### src/sv/diophantine_solvability_check_unit_assert.svh
`ifndef DIOPHANTINE_SOLVABILITY_CHECK_UNIT_ASSERT_SVH
`define DIOPHANTINE_SOLVABILITY_CHECK_UNIT_ASSERT_SVH

// same-cycle implication, checked outside reset
`define DSC_ASSERT_NOW(lbl, clk, rst_n, ante, cons) \
    lbl: assert property (@(posedge clk) disable iff (!(rst_n)) (ante) |-> (cons)) \
        else $error("dsc assertion failed");

// next-cycle implication, checked outside reset
`define DSC_ASSERT_NEXT(lbl, clk, rst_n, ante, cons) \
    lbl: assert property (@(posedge clk) disable iff (!(rst_n)) (ante) |=> (cons)) \
        else $error("dsc assertion failed");

`endif

### src/sv/dsc_pkg.sv
package dsc_pkg;

    typedef enum logic [3:0] {
        S_IDLE  = 4'b0001,
        S_GCD   = 4'b0010,
        S_SHIFT = 4'b0100,
        S_MOD   = 4'b1000
    } t_state;

endpackage

### src/sv/diophantine_solvability_check_unit.sv
// channel    | handshake                 | payload
// -----------+---------------------------+----------------------------------------
// command    | start / busy              | i_coeff_a, i_coeff_b, i_constant_c
// result     | o_done (one-cycle strobe) | o_solvable, o_divisor_found
//
// a transaction is taken when start is high and busy is low; busy then stays high
// binary gcd on one shared subtractor: shift, swap or subtract, one per cycle,
// until one operand is zero, then S_SHIFT restores the common power of two
// divisibility of |c| by restoring remainder on the same subtractor, skipped when the gcd is zero
// o_done pulses in the cycle busy falls; the receiver cannot stall the result
// reset (i_rst_n low, synchronous) returns the sequencer to idle with no strobe
module diophantine_solvability_check_unit #(
    parameter int DATA_WIDTH = 32
) (
    input  logic                  i_clk,
    input  logic                  i_rst_n,
    input  logic                  start,
    output logic                  busy,
    input  logic [DATA_WIDTH-1:0] i_coeff_a,
    input  logic [DATA_WIDTH-1:0] i_coeff_b,
    input  logic [DATA_WIDTH-1:0] i_constant_c,
    output logic                  o_done,
    output logic                  o_solvable,
    output logic [DATA_WIDTH-1:0] o_divisor_found
);

    localparam int KW = $clog2(DATA_WIDTH);
    localparam int CW = $clog2(DATA_WIDTH + 1);

    dsc_pkg::t_state r_state, n_state;

    logic [DATA_WIDTH-1:0] r_u, n_u;
    logic [DATA_WIDTH-1:0] r_v, n_v;
    logic [DATA_WIDTH-1:0] r_c, n_c;
    logic [DATA_WIDTH-1:0] r_g, n_g;
    logic [DATA_WIDTH-1:0] r_rem, n_rem;
    logic [KW-1:0]         r_k, n_k;
    logic [CW-1:0]         r_cnt, n_cnt;
    logic                  r_done, n_done;
    logic                  r_solvable, n_solvable;

    logic [DATA_WIDTH-1:0] mag_a, mag_b, mag_c;
    logic [DATA_WIDTH:0]   sub_x, sub_y, diff;
    logic                  borrow;
    logic [DATA_WIDTH:0]   rem_sh;
    logic [DATA_WIDTH-1:0] rem_next;

    // magnitudes; the most negative value maps to 2^(DATA_WIDTH-1)
    assign mag_a = i_coeff_a[DATA_WIDTH-1]    ? (~i_coeff_a + 1'b1)    : i_coeff_a;
    assign mag_b = i_coeff_b[DATA_WIDTH-1]    ? (~i_coeff_b + 1'b1)    : i_coeff_b;
    assign mag_c = i_constant_c[DATA_WIDTH-1] ? (~i_constant_c + 1'b1) : i_constant_c;

    // shared subtractor
    assign rem_sh = {r_rem, r_c[DATA_WIDTH-1]};

    always_comb begin
        if (r_state == dsc_pkg::S_MOD) begin
            sub_x = rem_sh;
            sub_y = {1'b0, r_g};
        end else begin
            sub_x = {1'b0, r_u};
            sub_y = {1'b0, r_v};
        end
    end

    assign diff     = sub_x - sub_y;
    assign borrow   = diff[DATA_WIDTH];
    assign rem_next = borrow ? rem_sh[DATA_WIDTH-1:0] : diff[DATA_WIDTH-1:0];

    always_comb begin
        n_state    = r_state;
        n_u        = r_u;
        n_v        = r_v;
        n_c        = r_c;
        n_g        = r_g;
        n_rem      = r_rem;
        n_k        = r_k;
        n_cnt      = r_cnt;
        n_done     = 1'b0;
        n_solvable = r_solvable;
        case (r_state)
            dsc_pkg::S_IDLE: begin
                if (start) begin
                    n_u     = mag_a;
                    n_v     = mag_b;
                    n_c     = mag_c;
                    n_k     = '0;
                    n_state = dsc_pkg::S_GCD;
                end
            end
            dsc_pkg::S_GCD: begin
                if (r_u == '0) begin
                    n_g     = r_v;
                    n_state = dsc_pkg::S_SHIFT;
                end else if (r_v == '0) begin
                    n_g     = r_u;
                    n_state = dsc_pkg::S_SHIFT;
                end else if (!r_u[0] && !r_v[0]) begin
                    n_u = r_u >> 1;
                    n_v = r_v >> 1;
                    n_k = r_k + 1'b1;
                end else if (!r_u[0]) begin
                    n_u = r_u >> 1;
                end else if (!r_v[0]) begin
                    n_v = r_v >> 1;
                end else if (borrow) begin
                    n_u = r_v;
                    n_v = r_u;
                end else begin
                    n_u = diff[DATA_WIDTH-1:0];
                end
            end
            dsc_pkg::S_SHIFT: begin
                n_g = r_g << r_k;
                if (r_g == '0) begin
                    // both coefficients zero
                    n_solvable = (r_c == '0);
                    n_done     = 1'b1;
                    n_state    = dsc_pkg::S_IDLE;
                end else begin
                    n_rem   = '0;
                    n_cnt   = CW'(DATA_WIDTH);
                    n_state = dsc_pkg::S_MOD;
                end
            end
            dsc_pkg::S_MOD: begin
                n_rem = rem_next;
                n_c   = r_c << 1;
                n_cnt = r_cnt - 1'b1;
                if (r_cnt == CW'(1)) begin
                    n_solvable = (rem_next == '0);
                    n_done     = 1'b1;
                    n_state    = dsc_pkg::S_IDLE;
                end
            end
            default: begin
                n_state = dsc_pkg::S_IDLE;
            end
        endcase
    end

    always_ff @(posedge i_clk) begin
        if (!i_rst_n) begin
            r_state <= dsc_pkg::S_IDLE;
            r_done  <= 1'b0;
        end else begin
            r_state <= n_state;
            r_done  <= n_done;
        end
    end

    always_ff @(posedge i_clk) begin
        r_u        <= n_u;
        r_v        <= n_v;
        r_c        <= n_c;
        r_g        <= n_g;
        r_rem      <= n_rem;
        r_k        <= n_k;
        r_cnt      <= n_cnt;
        r_solvable <= n_solvable;
    end

    assign busy            = (r_state != dsc_pkg::S_IDLE);
    assign o_done          = r_done;
    assign o_solvable      = r_solvable;
    assign o_divisor_found = r_g;

`include "diophantine_solvability_check_unit_assert.svh"

    `DSC_ASSERT_NEXT(a_start_sets_busy, i_clk, i_rst_n, start && !busy, busy)
    `DSC_ASSERT_NEXT(a_done_single, i_clk, i_rst_n, o_done, !o_done)
    `DSC_ASSERT_NOW(a_done_idle, i_clk, i_rst_n, o_done, !busy)
    `DSC_ASSERT_NOW(a_mod_nonzero_divisor, i_clk, i_rst_n,
        r_state == dsc_pkg::S_MOD, r_g != '0)

endmodule

### config.mk
export PLATFORM = sky130hd
export DESIGN_NAME = diophantine_solvability_check_unit
export DESIGN_NICKNAME = d
export VERILOG_FILES = /design/src/sv/dsc_pkg.sv /design/src/sv/diophantine_solvability_check_unit.sv
export VERILOG_INCLUDE_DIRS = /design/src /design/src/sv
export SDC_FILE = /design/constraint.sdc
export NUM_CORES = 1
export LEC_CHECK = 0
export BUFFER_PORTS_ARGS = -buffer_cell sky130_fd_sc_hd__buf_2
export CAP_MARGIN = 10
export CORE_UTILIZATION = 28
export DETAILED_ROUTE_END_ITERATION = 8
export GPL_TIMING_DRIVEN = 0
export PLACE_DENSITY = 0.41
export SYNTH_ARGS = -nofsm -noshare
export SYNTH_HDL_FRONTEND = slang
export SYNTH_SLANG_ARGS = --single-unit
### constraint.sdc
create_clock -name i_clk -period 6.8 [get_ports i_clk]
set_input_delay 1.02 -clock i_clk [delete_from_list [all_inputs] [get_ports i_clk]]
set_output_delay 1.02 -clock i_clk [all_outputs]
set_load 0.005 [all_outputs]
==> flow_metrics.py, run 1 <==
metrics = {
    "placed_design": {
        "dpl.hpwl_um": 51400,
        "port_buffers": 133,
        "gp_congestion": 0.957,
    },
    "sta": {
        "worstMarginPinSlew_ps": 1130,
        "final-setup-viol-count": 0,
        "finalClockSkew_ps": 16.0,
        "max_freq_mhz": 153,
        "slew_violations": 0,
        "finalHoldViolCount": 0,
        "finalCritPeriodShare": 0.963,
        "period_needed_ps": 6550,
        "rsz0062_at_grt": "false",
        "whs_ps": 563,
        "relSlewSlack": 0.244,
    },
    "worst_setup_path": {
        "crit_type": "flop to flop",
        "required_ps": 7030,
        "cp.arrival_ps": 6790,
        "end_kind": "flop",
        "slowest_stage": "o41ai_2",
        "startpoint": "r_state[3]",
        "critPathLaunchType": "flop",
        "crit-reg2reg-launch": "r_state[3]",
        "cp_cell_sequence": "clkbuf_1 > nor4b_4 > clkbuf_4 > buf_2 > clkbuf_2 > a21oi_1 > ha_1 > fa_1 > nand2b_1 > a21oi_1 > o21ai_2 > o21ai_1 > and4_1 > nor3_1 > nor2_1 > buf_4 > buf_2 > mux2i_1 > nand2_1 > o41ai_2",
        "reg2reg_depth": 20,
        "worst-path-buf-inv": 6,
        "reg2reg_to": "o_solvable",
        "cp_slowest_stage_delay_ps": 430,
        "crit_fanout": 10,
        "critPathTopFamily": "buffers and inverters",
        "rrSetupSlack_ps": 250,
    },
    "cts": {
        "clk_latency_ps": 500,
        "cts.sinks": 177,
        "clk_pin_slew_ps": 80,
        "cts_buffer_depth": 2,
        "postCtsHoldBufs": 0,
        "cts-buffers-inserted": 17,
        "cts_root_buffer": "clkbuf_16",
        "cts_max_level": 4,
        "cts_tree": "yes",
    },
    "global_routing": {
        "grt_pass1_vias": 13800,
        "grt_overflow": 0,
        "grt_usage": 0.250,
        "antenna_found_initial": 0,
        "grt_max_degree": 36,
        "grt_pass1_wl_um": 96200,
    },
    "pwr": {
        "p_clk_frac": 0.282,
        "power_frac_seq": 0.394,
        "intPower_uw": 2200,
        "p_leak_uw": 0.00606,
        "p_per_area_nw_per_um2": 214,
        "p_comb_frac": 0.324,
        "p_total_uw": 3620,
        "p_switching_uw": 1420,
        "switching_share": 0.391,
        "peakVddDrop_uv": 220,
    },
    "synthesis": {
        "async_flop_share": 0,
        "synth-seq-cells": 177,
        "syn_nets": 1792,
        "syn_inst": 1654,
        "synthFlopType": "edfxtp_1",
        "synth_edf_count": 172,
        "synth.distinct_cells": 67,
        "synthTopCellsByArea": "edfxtp_1 35%, nand2_1 6.9%, mux2i_1 6.2%",
        "yosysTopAreaCellShare": 0.352,
        "avgSynthCellArea_um2": 8.87,
        "netlist_area_um2": 14700,
        "yosysSeqAreaShare": 0.359,
        "synth_top_area_cell": "edfxtp_1",
        "yosysWarningCount": 0,
    },
    "route": {
        "vias": 14200,
        "drt-total-wl_um": 66800,
        "dr.pass1.iters": 6,
        "wl_per_cell_um": 26.7,
        "vias_per_cell": 5.68,
        "drc": 0,
        "first_iter_violations": 1447,
        "drtAntennaViolNets": 0,
    },
    "cells_and_area": {
        "areaGrowthSynthToFinish_pct": 15.1,
        "fin_nets": 1950,
        "fin_util": 0.328,
        "layout_commonest_cell": "nand2_1",
        "layout_common_cells": "267 x nand2_1, 172 x edfxtp_1, 170 x a21oi_1, 143 x buf_2, 107 x nor2_1",
        "drive_gt1_frac": 0.145,
        "insertedDiodeCount": 0,
    },
    "hold_path": {
        "hold_end": "r_c[23]",
        "hold-path-cell-count": 2,
        "worstHoldStart": "r_c[22]",
        "min_path_type": "flop to flop",
    },
    "floorplan": {
        "die-area_um2": 53300,
        "die_h_um": 231,
        "io_pins": 134,
        "row_count": 83,
        "die_w_um": 231,
        "core-area_um2": 51500,
        "initial_utilization": 0.285,
    },
    "status": {
        "outcome": "finished, final reports clean",
    },
    "job": {
        "cap_violations": 0,
    },
}
[flip-flops by register name, summed over array words and instances, names as in the netlist]
name,count
o_divisor_found,32
o_done,1
o_solvable,1
r_c,32
r_cnt,6
r_k,5
r_rem,32
r_state,4
r_u,32
r_v,32
[layout make-up]
| class | count | area, um^2 |
|---|---|---|
| Tap cell | 680 | 851 |
| Clock buffer | 17 | 425 |
| Buffer | 105 | 414 |
| Inverter | 27 | 101 |
| Sequential cell | 177 | 5270 |
| Timing Repair Buffer | 139 | 761 |
| Multi-Input combinational cell | 1345 | 8950 |
| Fill cell | 5521 | 34600 |
| Clock inverter | 14 | 131 |
[synth_stat cells (9+ instances only)]
master      n
or4_1      10
a221oi_1   28
nand2_1   269
a211oi_1   23
nor2_1    107
nor2b_1    13
nor3_1     20
nand3_1    22
xnor2_1    52
or3_1      15
o22ai_1    14
clkbuf_1   81
mux4_2     19
xor2_1     68
o221ai_1    9
nand2b_1   13
nor4_1     46
buf_1      16
a21o_1     14
o21ai_0   101
nand4_1    16
mux2_2     37
inv_1      27
mux2i_1    91
edfxtp_1  172
and2_1     12
ha_1       38
o31ai_1    27
a21oi_1   170
o41ai_1    13
[kinds of logic (layout without fill, tap and decap cells)]
| group | count (synthesis) | after routing | synth area share |
|---|---|---|---|
| buffers and inverters | 132 | 302 | 0.0346 |
| AND/OR/NAND/NOR | 578 | 578 | 0.185 |
| AO/OA/AOI/OAI | 461 | 461 | 0.197 |
| multiplexers | 147 | 147 | 0.120 |
| adder cells (fa/ha/maj) | 39 | 39 | 0.0338 |
| XOR/XNOR | 120 | 120 | 0.0716 |
| flip-flops | 177 | 177 | 0.359 |
[worst register-to-register path, delay by kind of cell, from the launching register on]
| kind | cells | cell delay [ps] |
|---|---|---|
| AOI/OAI and AO/OA | 5 | 1530 |
| and+or+nand+nor | 6 | 1500 |
| adders and majority gates | 2 | 650 |
| muxes | 1 | 300 |
| DFF | 1 | 310 |
| buffers and inverters | 6 | 1980 |
[worst max-delay path by stage]
stage	end	slack [ps]	cells after the start
6_report	o_solvable	250	20
5_1_grt	o_solvable	70	19
4_1_cts	o_solvable	170	18
3_5_place_dp	r_v[18]	-1550	19
3_3_place_gp	r_v[18]	-1840	18
2_1_floorplan	r_v[10]	1340	18
[layer usage]
| layer | vias to the layer above | global-route usage | share of wire |
|---|---|---|---|
| li1 | 6540 | - | - |
| met1 | 6935 | 0.361 | 0.46 |
| met2 | 618 | 0.376 | 0.43 |
| met3 | 120 | 0.0406 | 0.076 |
| met4 | 0 | 0.0834 | 0.030 |
| met5 | - | 0 | 0 |
[stage by stage]
step	std cells	instance area [um^2]	worst slack (ps)	setup TNS (ps)
2_1_floorplan	1654	14700	1340	0
3_3_place_gp	2467	16200	-1840	-94450
3_5_place_dp	2473	16300	-1550	-89340
4_1_cts	2504	16900	166	0
5_1_grt	2504	16900	74.2	0
6_report	2504	16900	249	0
[power by group through the flow]
stage                     clock [uW]  sequential (uW)  combinational [uW]
after floorplan                    0             1350                 749
after global placement             0             1440                1140
after detailed placement           0             1440                1140
after CTS                       1040             1420                1150
after global routing            1070             1420                1260
final                           1020             1430                1170
[timing repair]
action                                 4_1_cts  5_1_grt
gates resized for setup                      8        3
cloned                                       0        0
setup endpoints to repair                   94       23
setup buffers                                0        0
endpoints found under the hold margin        0        0
No activity file was read; power rests on OpenSTA's default activity.
==> run 2: changes to the inputs <==
RECOVER_POWER = 100   (was not set)
==> run 2 against run 1 <==
  * The run now ends with max-capacitance violations, max-slew violations left
  * Via count about the same
  * Cell count unchanged
  * Sequential power hardly changed
  * Sequential cell count unchanged
  * Non-clock buffer count stayed put
  * Highest routed layer unchanged
==> flow_metrics.py, run 2 (same netlist as run 1, synthesis figures left out) <==
metrics = {
    "cts": {
        "cts_max_level": 4,
        "postCtsHoldBufs": 0,
        "clk_pin_slew_ps": 80,
        "cts_tree": "yes",
        "cts_root_buffer": "clkbuf_16",
        "cts_setup_buffers": 0,
        "clk_latency_ps": 510,
        "cts.sinks": 177,
        "cts-buffers-inserted": 17,
        "cts_buffer_depth": 2,
    },
    "route": {
        "drc": 0,
        "first_iter_violations": 1416,
        "vias_per_cell": 5.67,
        "dr.pass1.iters": 6,
        "wl_per_cell_um": 26.7,
        "vias": 14200,
        "drt-total-wl_um": 66900,
        "drtAntennaViolNets": 0,
    },
    "job": {
        "cap_violations": 3,
    },
    "floorplan": {
        "die-area_um2": 53300,
        "row_count": 83,
        "die_h_um": 231,
        "io_pins": 134,
        "die_w_um": 231,
        "initial_utilization": 0.285,
        "core-area_um2": 51500,
    },
    "cells_and_area": {
        "layout_common_cells": "269 x nand2_1, 172 x edfxtp_1, 170 x a21oi_1, 119 x buf_2, 108 x clkbuf_1",
        "drive_gt1_frac": 0.123,
        "fin_nets": 1950,
        "layout_commonest_cell": "nand2_1",
        "areaGrowthSynthToFinish_pct": 14.4,
        "n_fill_cell": 5544,
        "insertedDiodeCount": 0,
        "fin_util": 0.326,
        "final_cell_area_um2": 16800,
    },
    "status": {
        "violations": "max-capacitance violations, max-slew violations",
        "outcome": "finished with violations",
    },
    "sta": {
        "final-setup-viol-count": 0,
        "finalClockSkew_ps": 16.3,
        "finalHoldViolCount": 0,
        "finalCritPeriodShare": 0.958,
        "max_freq_mhz": 153,
        "rsz0062_at_grt": "false",
        "relSlewSlack": -0.390,
        "worstMarginPinSlew_ps": 2080,
        "slew_violations": 101,
        "period_needed_ps": 6520,
    },
    "pwr": {
        "intPower_uw": 2190,
        "p_comb_frac": 0.323,
        "p_per_area_nw_per_um2": 215,
        "p_switching_uw": 1420,
        "switching_share": 0.393,
        "power_frac_seq": 0.395,
        "p_leak_uw": 0.00596,
        "p_clk_frac": 0.282,
        "peakVddDrop_uv": 220,
        "p_total_uw": 3620,
    },
    "worst_setup_path": {
        "crit_fanout": 10,
        "critPathLaunchType": "flop",
        "required_ps": 7030,
        "crit_type": "flop to flop",
        "end_kind": "flop",
        "cp.arrival_ps": 6750,
    },
    "global_routing": {
        "grt_pass1_vias": 13800,
        "antenna_found_initial": 0,
        "grt_overflow": 0,
        "grt_usage": 0.250,
        "grt_pass1_wl_um": 96200,
        "grt_max_degree": 36,
    },
    "placed_design": {
        "placed_area_um2": 16300,
        "gp_congestion": 0.957,
        "dpl.hpwl_um": 51400,
        "port_buffers": 133,
    },
    "hold_path": {
        "min_path_type": "flop to flop",
    },
}
## run 2: final cells by class
| cell class | instances | area (um^2) | share of cell area |
|---|---|---|---|
| multi-input combinational | 1345 | 8930 | 0.532 |
| sequential | 177 | 5270 | 0.314 |
| tap | 680 | 851 | 0.0507 |
| timing repair buffer | 139 | 677 | 0.0403 |
| clock buffer | 17 | 425 | 0.0253 |
| buffer | 105 | 409 | 0.0244 |
| clock inverter | 14 | 131 | 0.00783 |
| inverter | 27 | 101 | 0.00604 |
## run 2: per-stage QoR
stage / setup slack, ps / TNS [ps] / hold WS, ps / cells
final: 285 / 0 / 565 / 2504
after floorplan: 1340 / 0 / 522 / 1654
after CTS: 166 / 0 / 567 / 2504
after global placement: -1840 / -94450 / 536 / 2467
after detailed placement: -1550 / -89340 / 548 / 2473
after global routing: 29.5 / 0 / 594 / 2504
## run 2: per-layer routing
layer | share of wire | wire, um | up-vias | GRT usage
met4 | 0.027 | 1820 | 0 | 0.0834
met1 | 0.47 | 31700 | 6980 | 0.361
li1 | - | - | 6541 | -
met5 | 0 | 0 | - | 0
met3 | 0.068 | 4520 | 110 | 0.0406
met2 | 0.43 | 28900 | 578 | 0.376
## run 2: timing repair
| item | in CTS | in global routing |
|---|---|---|
| endpoints found under the setup margin | 94 | 23 |
| resized for setup | 8 | 3 |
| gates cloned | 0 | 0 |
## run 2: final timing paths
path | start | endpoint | slack (ps) | cells after the start
min reg2reg | r_c[27] | r_c[28] | 560 | 2
max | r_state[3] | r_u[0] | 280 | 21
max reg2reg | r_state[3] | r_u[0] | 280 | 21
min | r_c[27] | r_c[28] | 560 | 2
## run 2: power groups by stage
stage                     Combinational (uW)  Sequential, uW  Clock (uW)
after CTS                               1150            1420        1040
after global placement                  1140            1440           0
final                                   1170            1430        1020
after global routing                    1250            1420        1070
after floorplan                          749            1350           0
after detailed placement                1140            1440           0
## run 2: critical path: stages (launching register included)
cell      delay (ps)
dfxtp_1          310
clkbuf_1         280
nor4b_4          390
clkbuf_4         370
buf_2            340
clkbuf_2         380
a21oi_1          130
ha_1             250
fa_1             400
nand2b_1         190
a21oi_1          350
o21ai_2          190
o21ai_1          420
and4_1           310
nor3_1           120
nor2_1           360
buf_4            290
buf_2            320
clkbuf_1         400
nand3_1          160
o211ai_1         140
o21ai_0          120
